===== src/rtl/core/plrt_pkg.sv =====
// shared constants and types of the per-level rate thinning core
package plrt_pkg;

	localparam int LEVELS     = 32;
	localparam int FRAC_BITS  = 16;
	localparam int LVL_W      = $clog2(LEVELS);
	localparam int LEVEL_W    = 6;
	localparam int CR_W       = 48;
	localparam int KEY_W      = 64;
	localparam int RATE_W     = 24;
	localparam int HALF_W     = 24;
	localparam int PROD_W     = HALF_W + RATE_W;
	localparam int CFG_W      = 64;
	localparam int CFG_ADDR_W = 3;

	localparam logic [CR_W-1:0] CR_ONE = CR_W'(1) << FRAC_BITS;
	localparam logic [CR_W-1:0] CR_MAX = {1'b0, {(CR_W-1){1'b1}}};
	localparam logic [CR_W-1:0] CR_MIN = {1'b1, {(CR_W-1){1'b0}}};
	localparam logic [CR_W-1:0] IVL_MAX = {CR_W{1'b1}};

	// input commands
	localparam logic CMD_INIT    = 1'b0;
	localparam logic CMD_FEATURE = 1'b1;

	// feature kinds
	localparam logic [1:0] KIND_OTHER   = 2'd0;
	localparam logic [1:0] KIND_POINT   = 2'd1;
	localparam logic [1:0] KIND_LINE    = 2'd2;
	localparam logic [1:0] KIND_POLYGON = 2'd3;

	// register indexes
	localparam logic [CFG_ADDR_W-1:0] REG_MAX_ZOOM     = 3'd0;
	localparam logic [CFG_ADDR_W-1:0] REG_BASE_ZOOM    = 3'd1;
	localparam logic [CFG_ADDR_W-1:0] REG_DROP_RATE    = 3'd2;
	localparam logic [CFG_ADDR_W-1:0] REG_DROP_ENABLE  = 3'd3;
	localparam logic [CFG_ADDR_W-1:0] REG_LINE_DROP    = 3'd4;
	localparam logic [CFG_ADDR_W-1:0] REG_POLYGON_DROP = 3'd5;
	localparam logic [CFG_ADDR_W-1:0] REG_DENSITY_LIM  = 3'd6;

	typedef struct packed {
		logic               clr;
		logic [LVL_W-1:0]   rd_idx;
		logic               cr_we;
		logic               ivl_we;
		logic [LVL_W-1:0]   ivl_idx;
		logic               key_we;
		logic [LEVEL_W-1:0] key_from;
		logic [LVL_W-1:0]   key_to;
	} store_ctl_t;

endpackage


===== src/rtl/core/plrt_rate_mul.sv =====
// shared 24x24 multiplier with registered product for the interval chain
module plrt_rate_mul (
	input  logic                              clk,
	input  logic [plrt_pkg::HALF_W-1:0]       a,
	input  logic [plrt_pkg::RATE_W-1:0]       b,
	output logic [plrt_pkg::PROD_W-1:0]       prod
);
	import plrt_pkg::*;

	logic [PROD_W-1:0] prod_q;

	always_ff @(posedge clk) begin
		prod_q <= PROD_W'(a) * PROD_W'(b);
	end

	assign prod = prod_q;

endmodule


===== config.mk =====
export PLATFORM = sky130hd
export DESIGN_NAME = plrt_rate_mul
export DESIGN_NICKNAME = d
export VERILOG_FILES = /design/src/rtl/core/plrt_pkg.sv /design/src/rtl/core/plrt_rate_mul.sv
export SDC_FILE = /design/constraint.sdc
export NUM_CORES = 1
export LEC_CHECK = 0
export ABC_AREA = 1
export BUFFER_PORTS_ARGS = -buffer_cell sky130_fd_sc_hd__buf_2
export CAP_MARGIN = 20
export CORE_UTILIZATION = 51
export DETAILED_ROUTE_END_ITERATION = 8
export PLACE_DENSITY_LB_ADDON = 0.25
export SLEW_MARGIN = 20
export SYNTH_ARGS = -nofsm -noshare
export SYNTH_HDL_FRONTEND = slang
export SYNTH_SLANG_ARGS = --single-unit

===== constraint.sdc =====
create_clock -name clk -period 14.5 [get_ports clk]
set_input_delay 2.9 -clock clk [delete_from_list [all_inputs] [get_ports clk]]
set_output_delay 2.9 -clock clk [all_outputs]
set_load 0.05 [all_outputs]

==> results of run 1 <==
==> area by class of cell <==
cell class | instances | share of cell area
inverters | 1014 | 0.169
clock buffers | 8 | 0.00651
diodes | 3 | 0.000334
flip-flops and latches | 48 | 0.0428
repair buffers | 96 | 0.0214
multi-input cells | 1766 | 0.730
well taps | 532 | 0.0296
==> cell usage in the layout, fill, tap and decap left out, types with 4 or more instances in the layout <==
| cell | count |
|---|---|
| a21oi_1 | 29 |
| a31oi_1 | 4 |
| buf_2 | 96 |
| clkbuf_16 | 5 |
| dfxtp_1 | 48 |
| fa_1 | 482 |
| ha_1 | 174 |
| inv_1 | 1012 |
| nand2_1 | 905 |
| nand2_2 | 13 |
| nand3_1 | 31 |
| nand3_2 | 8 |
| nor2_1 | 58 |
| nor2_2 | 10 |
| nor2_4 | 5 |
| o21bai_1 | 6 |
| xnor2_1 | 6 |
| xor2_1 | 21 |
==> cells by family after synthesis <==
kind of cell             Yosys count
AO/OA/AOI/OAI                     41
XOR/XNOR                          27
adder cells (fa/ha/maj)          656
buffers and inverters           1110
flip-flops                        48
AND/OR/NAND/NOR                 1042
==> through the flow <==
stage	setup slack [ns]	hold slack (ns)	utilization	area, um^2	instances
floorplan	6.28	3.00	-	21500	2924
global placement	5.50	3.37	0.542	22300	3456
detailed placement	5.49	3.37	0.542	22300	3456
CTS	5.78	3.10	0.545	22500	3464
global route	5.44	3.13	0.546	22500	3467
finish	5.72	3.08	0.546	22500	3467
==> layer usage <==
layer	vias to the layer above	wire length (um)
li1	7962	-
met1	8485	24600
met2	591	26200
met3	74	3880
met4	0	857
met5	-	0
==> path summary, 6_finish.rpt <==
kind | from | slack (ns) | end | depth (start not counted)
worst min-delay path | b[0] | 3.08 | prod[0] | 3
worst max-delay path | a[12] | 5.72 | prod[43] | 26
==> critical path: cells and delay by family <==
kind,cells,cell delay [ns]
AND/OR/NAND/NOR,10,1.07
buffers and inverters,8,0.95
adder cells (fa/ha/maj),8,4.04
==> reports/results.tsv, run 1 <==
stage	metric	value	unit
global_routing	met2 usage	0.452	
sta	final setup vio count	0	
global_routing	initial antenna violation count	3	
finish	multi-input logic area	0.0164	mm^2
synth	most common cell in the netlist	inv_1	
clock_tree	CTS buffer count	5	
synth	Post-synth EDFFs	0	
synth	mux cell area share after synthesis	0	
synth	mapped cell area	0.0215	mm^2
sta	Tcrit/Tclk final	0.606	
setup_path	Worst setup EP type	flip-flop	
sta	Max Slew Vio Count	0	
clock_tree	setup bufs post-CTS	0	
sta	Max Freq	114	MHz
synth	post-synthesis area per instance	7.37	um^2
clock_tree	CTS Hold Bufs	0	
global_routing	first-pass GRT wire length	94.6	mm
setup_path	Worst Path Required	14.69	ns
global_routing	total gr overflow	0	
drt	Vias	17100	
floorplanning	Core ar.	0.0412	mm^2
setup_path	crit path launch type	input port	
synth	share of the synthesized area in the top cell type	0.448	
sta	Least-Margin Pin Slew	0.687	ns
synth	Synth Area in Compound Gates	0.0105	
floorplanning	DIE WIDTH	207	um
drt	final antenna-violating net count	0	
setup_path	critical path class	in -> reg	
sta	final worst path period need	8.78	ns
finish	layout filler cell count	3924	
clock_tree	H-tree levels	2	
synth	commonest register cell after synthesis	dfxtp_1	
drt	Post-Route WL	55.6	mm
synth	syn_nets	3629	
synth	XOR/XNOR Fraction of Synth Area	0.0110	
finish	P&R area growth vs syn	4.36	%
setup_path	Max stage delay on crit path	0.58	ns
outcome	status	completed	
synth	Netlist cell types	25	
sta	slew margin rel.	0.542	
clock_tree	clk slew on worst S/H paths	0.06	ns
synth	post-synthesis simple-gate area fraction	0.191	
drt	DR iter-0 viols	1164	
floorplanning	die area	0.0431	mm^2
global_routing	via count of the first global-routing pass	18500	
finish	max reg flops	48	
finish	layout cells sized above 1	0.0481	
synth	Adder-Cell Fraction of Synth Area	0.549	
global_routing	met1 Usage GRT	0.389	
place	Port Buffers	96	
clock_tree	# clock sinks	48	
floorplanning	Die H	207	um
global_routing	met3 usage	0.0366	
floorplanning	initial core utilization	0.523	
sta	setup_tns	0	ns
clock_tree	Clock Root Buffer	clkbuf_16	
synth	Synth Register Bits	48	
synth	synth warn	0	
min_path	Min-Delay Path Class	in -> reg	
synth	post-synthesis async set-or-reset flop share	0	
clock_tree	CTS max path bufs	2	
place	DPL Wire Length	47.1	mm
place	GPL Wtd Cong	0.916	
clock_tree	CTS tree	done	
synth	Post-synth top cells	1012 x inv_1, 905 x nand2_1, 482 x fa_1	
sta	Hold Violations, Final	0	
finish	Reg area	961	um^2
finish	Final #Nets	3636	
synth	sequential fraction of the synthesis area	0.0446	
setup_path	Critical Path AT	8.97	ns
synth	Synth area leaders	fa_1 45%, inv_1 18%, nand2_1 16%	
global_routing	largest net degree at the start of global routing	25	
synth	Post-Syn Instances	2924	
drt	wire per inst	16.0	um
setup_path	slowest stage cell on the critical path	fa_1	
clock_tree	post-CTS sizing	0	
setup_path	Crit Path Max Fanout	24	
global_routing	GR peak layer	met2	
drt	Initial DRT Pass Iterations	7	
drt	Post-route DRC	0	
sta	RSZ-0062 raised after global routing	no	
synth	Yosys top cell by area	fa_1	
synth	largest family of logic cells by synthesized area	adder cells	
floorplanning	Rows	74	
global_routing	Total Routing Usage GR	0.275	
run	max_cap viols	0	
floorplanning	I/O Pins	97	
drt	vias per std cell	4.94	
Power of run 1 is not shown: default switching activity piles up to over one toggle a cycle in this logic, so the estimate is an artifact.
==> run 2, diff against run 1 <==
clock period = 8.05 ns   (was 14.5 ns; I/O delays follow)
==> run 2 against run 1 <==
  * Sequential cell count did not move
  * Final cell count increased by 0.55%
  * First-iteration DRC count rose by 4.4%
  * Non-clock buffer count up 21
  * Via count is 0.43% higher
  * Clock-buffer cell count fell by 2
  * Setup slack got worse by 5.2 ns
  * Sequential share of layout area barely moved
  * Routed wire length is 1.0% higher
  * Cell area is 0.69% higher
  * Utilization is 0.38 points higher
  * Critical path depth did not move
  * Largest cell class unchanged
==> reports/results.tsv, run 2 (synthesis gave the netlist of run 1 again) <==
stage	metric	value	unit
drt	final antenna-violating net count	0	
place	dpl ws	0.359	ns
finish	layout cells sized above 1	0.0555	
global_routing	via count of the first global-routing pass	18500	
setup_path	Crit Path Max Fanout	24	
place	Port Buffers	96	
global_routing	largest net degree at the start of global routing	25	
sta	RSZ-0062 raised after global routing	no	
global_routing	total gr overflow	0	
clock_tree	# clock sinks	48	
run	max_cap viols	0	
global_routing	first-pass GRT wire length	95.4	mm
clock_tree	clk slew on worst S/H paths	0.07	ns
min_path	hold path cells	3	
sta	final worst path period need	7.55	ns
finish	layout filler cell count	3891	
finish	Final #Nets	3657	
setup_path	Worst Path Required	8.25	ns
setup_path	CP Depth	26	
sta	final setup vio count	0	
sta	fin worst setup slack	0.503	ns
finish	Util after Layout	0.549	
setup_path	top cell family by delay on the critical path	adder cells	
finish	max reg flops	48	
floorplanning	Die H	207	um
sta	Max Freq	133	MHz
outcome	status	completed	
clock_tree	CTS max path bufs	2	
sta	slew margin rel.	0.530	
sta	Least-Margin Pin Slew	0.704	ns
setup_path	Max stage delay on crit path	0.55	ns
finish	P&R area growth vs syn	5.08	%
place	placed cell count	3477	
clock_tree	CTS buffer count	5	
place	DPL Wire Length	48.2	mm
floorplanning	die area	0.0431	mm^2
clock_tree	CTS tree	done	
clock_tree	H-tree levels	2	
drt	Post-Route WL	56.1	mm
setup_path	Critical Path AT	7.74	ns
global_routing	initial antenna violation count	1	
setup_path	critical path class	in -> reg	
clock_tree	setup bufs post-CTS	0	
finish	commonest non-fill, non-tap cells in the layout	1012 x inv_1, 905 x nand2_1, 482 x fa_1	
drt	Vias	17200	
floorplanning	Rows	74	
clock_tree	CTS Hold Bufs	0	
floorplanning	DIE WIDTH	207	um
floorplanning	Core ar.	0.0412	mm^2
drt	Post-route DRC	0	
drt	Initial DRT Pass Iterations	7	
sta	Max Slew Vio Count	0	
floorplanning	initial core utilization	0.523	
floorplanning	I/O Pins	97	
clock_tree	post-CTS sizing	0	
setup_path	Worst setup EP type	flip-flop	
setup_path	slowest stage cell on the critical path	fa_1	
setup_path	buffers plus inverters on the worst setup path	8	
sta	Tcrit/Tclk final	0.938	
min_path	Min-Delay Path Class	in -> reg	
drt	wire per inst	16.1	um
sta	setup_tns	0	ns
global_routing	Total Routing Usage GR	0.279	
drt	DR iter-0 viols	1215	
place	GPL Wtd Cong	0.939	
setup_path	crit path launch type	input port	
finish	most common cell after layout, fill and taps aside	inv_1	
sta	Hold Violations, Final	0	
finish	Layout Cells excl Fill	3486	
drt	vias per std cell	4.93	
clock_tree	Clock Root Buffer	clkbuf_16	
## run 2: final cells by class
cell class / count / area, um^2 / area share
inverter: 1014 / 3810 / 0.168
clock inverter: 2 / 10.0 / 0.000442
sequential: 48 / 961 / 0.0425
timing repair buffer: 117 / 638 / 0.0282
multi-input combinational: 1766 / 16400 / 0.725
clock buffer: 6 / 139 / 0.00614
antenna: 1 / 2.50 / 0.000111
tap: 532 / 666 / 0.0294
## run 2: worst paths after layout
path,from,end
setup / recovery,a[12],prod[44]
hold / removal,a[0],prod[0]
## run 2: tightest hold or removal path: stages
cell and delay, ns:
buf_2 0.24, nand2_1 0.10, inv_1 0.04
## run 2: metal layers
| layer | track usage | part of all wire | vias to the layer above |
|---|---|---|---|
| met5 | 0 | 0 | - |
| met4 | 0.0685 | 0.022 | 0 |
| met3 | 0.0402 | 0.080 | 94 |
| met2 | 0.451 | 0.46 | 650 |
| met1 | 0.395 | 0.43 | 8435 |
| li1 | - | - | 8006 |
## run 2: metrics by stage
| step | instance area (um^2) | hold WS, ns |
|---|---|---|
| floorplan | 21500 | 1.71 |
| global placement | 22500 | 2.04 |
| detailed placement | 22500 | 2.04 |
| CTS | 22600 | 1.73 |
| global route | 22600 | 1.76 |
| finish | 22600 | 1.74 |
Power of run 2 is left out for the same reason.
==> run 3, diff against run 2 <==
BUFFER_PORTS_ARGS = unset   (was -buffer_cell sky130_fd_sc_hd__buf_2)
CORE_MARGIN = 3   (was unset)
DONT_BUFFER_PORTS = 1   (was unset)
==> run 3 against run 2 <==
  * Maximum frequency is 11% higher
  * Hold slack worse by 0.33 ns
  * Cell area is 2.8% lower
  * Final cell count is 3.4% lower
  * Global-route usage is 2.0 points lower
  * Sequential cell count stayed put
  * Via count is 3.8% lower
  * Routed wire length is 2.9% lower
  * Clock-buffer cell count is 1 higher
  * Sequential share of layout area is 0.12 points higher
  * Non-clock buffer count is 117 lower
  * Critical path depth is 5 lower
  * Critical path type unchanged
  * Highest routed layer unchanged
==> reports/results.tsv, run 3 (synthesis gave the netlist of run 1 again) <==
stage	metric	value	unit
global_routing	first-pass GRT wire length	92.3	mm
finish	layout cells sized above 1	0.0162	
sta	RSZ-0062 raised after global routing	no	
floorplanning	die area	0.0447	mm^2
floorplanning	Die H	211	um
drt	Post-Route WL	54.5	mm
finish	most common cell after layout, fill and taps aside	inv_1	
place	GPL Wtd Cong	0.937	
setup_path	slowest stage cell on the critical path	fa_1	
drt	final antenna-violating net count	0	
place	DPL Wire Length	46.8	mm
finish	commonest non-fill, non-tap cells in the layout	1012 x inv_1, 905 x nand2_1, 482 x fa_1	
sta	Hold Violations, Final	0	
sta	final worst path period need	6.81	ns
setup_path	cell repeated most along the worst path	fa_1	
min_path	Min-Delay Path Class	in -> reg	
clock_tree	H-tree levels	2	
clock_tree	CTS tree	done	
global_routing	total gr overflow	0	
drt	Initial DRT Pass Iterations	6	
global_routing	largest net degree at the start of global routing	25	
floorplanning	Rows	74	
sta	Least-Margin Pin Slew	0.612	ns
drt	Post-route DRC	0	
sta	setup_tns	0	ns
setup_path	buffers plus inverters on the worst setup path	5	
drt	wire per inst	16.2	um
global_routing	via count of the first global-routing pass	18100	
floorplanning	DIE WIDTH	211	um
finish	Final #Nets	3540	
clock_tree	CTS Hold Bufs	0	
clock_tree	# clock sinks	48	
setup_path	CP Depth	21	
global_routing	Total Routing Usage GR	0.259	
drt	vias per std cell	4.91	
setup_path	Worst setup EP type	flip-flop	
sta	slew margin rel.	0.591	
min_path	hold path cells	2	
setup_path	crit path launch type	input port	
floorplanning	I/O Pins	97	
run	max_cap viols	0	
clock_tree	clk slew on worst S/H paths	0.07	ns
setup_path	Worst Path Required	8.23	ns
clock_tree	post-CTS sizing	0	
setup_path	Max stage delay on crit path	0.55	ns
clock_tree	CTS buffer count	5	
clock_tree	setup bufs post-CTS	0	
drt	Vias	16500	
sta	Tcrit/Tclk final	0.846	
setup_path	critical path class	in -> reg	
sta	Max Slew Vio Count	0	
setup_path	Critical Path AT	6.99	ns
finish	max reg flops	48	
outcome	status	completed	
setup_path	worst path cell trace	nand2_1 -> inv_1 -> fa_1 -> fa_1 -> inv_1 -> fa_1 -> fa_1 -> inv_1 -> fa_1 -> fa_1 -> inv_1 -> fa_1 -> inv_1 -> ha_1 -> nand2_1 -> nor2_2 -> nand2_1 -> nor2_1 -> nand2_1 -> nand3_2 -> xor2_1	
finish	n_diodes	0	
clock_tree	CTS max path bufs	2	
drt	DR iter-0 viols	1117	
setup_path	Crit Path Max Fanout	24	
setup_path	top cell family by delay on the critical path	adder cells	
clock_tree	Clock Root Buffer	clkbuf_16	
sta	Max Freq	147	MHz
global_routing	initial antenna violation count	0	
finish	P&R area growth vs syn	2.11	%
sta	final setup vio count	0	
floorplanning	Core ar.	0.0413	mm^2
floorplanning	initial core utilization	0.522	
place	Port Buffers	0	
==> run 3: changes by cell type in the layout (fill, tap and decap cells not counted), sizes merged <==
| cell | previous run | this run |
|---|---|---|
| diode | 1 | 0 |
| buf | 117 | 0 |
| clkinvlp | 0 | 1 |
| clkinv | 2 | 0 |
| clkbuf | 6 | 7 |
==> run 3: cell type report <==
cell class,count,area [um^2]
Multi-Input combinational cell,1766,16400
Sequential cell,48,961
Fill cell,4049,19300
Tap cell,532,666
Clock buffer,7,143
Inverter,1014,3810
Clock inverter,1,7.51
==> run 3: metrics by stage <==
| stage | utilization | area, um^2 | setup slack, ns | instances | hold slack [ns] |
|---|---|---|---|---|---|
| 6_report | 0.533 | 22000 | 1.24 | 3368 | 1.41 |
| 5_1_grt | 0.533 | 22000 | 0.970 | 3368 | 1.42 |
| 4_1_cts | 0.533 | 22000 | 1.24 | 3368 | 1.41 |
| 3_5_place_dp | 0.529 | 21800 | 0.965 | 3360 | 1.72 |
| 3_3_place_gp | 0.529 | 21800 | 0.976 | 3360 | 1.71 |
| 2_1_floorplan | - | 21500 | 1.12 | 2924 | 1.71 |
==> run 3: worst paths after layout <==
check	start	end	slack (ns)
worst max-delay path	b[0]	prod[23]	1.24
worst min-delay path	a[0]	prod[0]	1.41
==> run 3: routing by layer <==
metal  up-vias  wire, um  GRT usage
li1       7766         -          -
met1      8098     23200      0.361
met2       570     25300      0.418
met3        91      4680     0.0536
met4         0      1330     0.0628
met5         -         0          0
Power of run 3 is left out for the same reason.
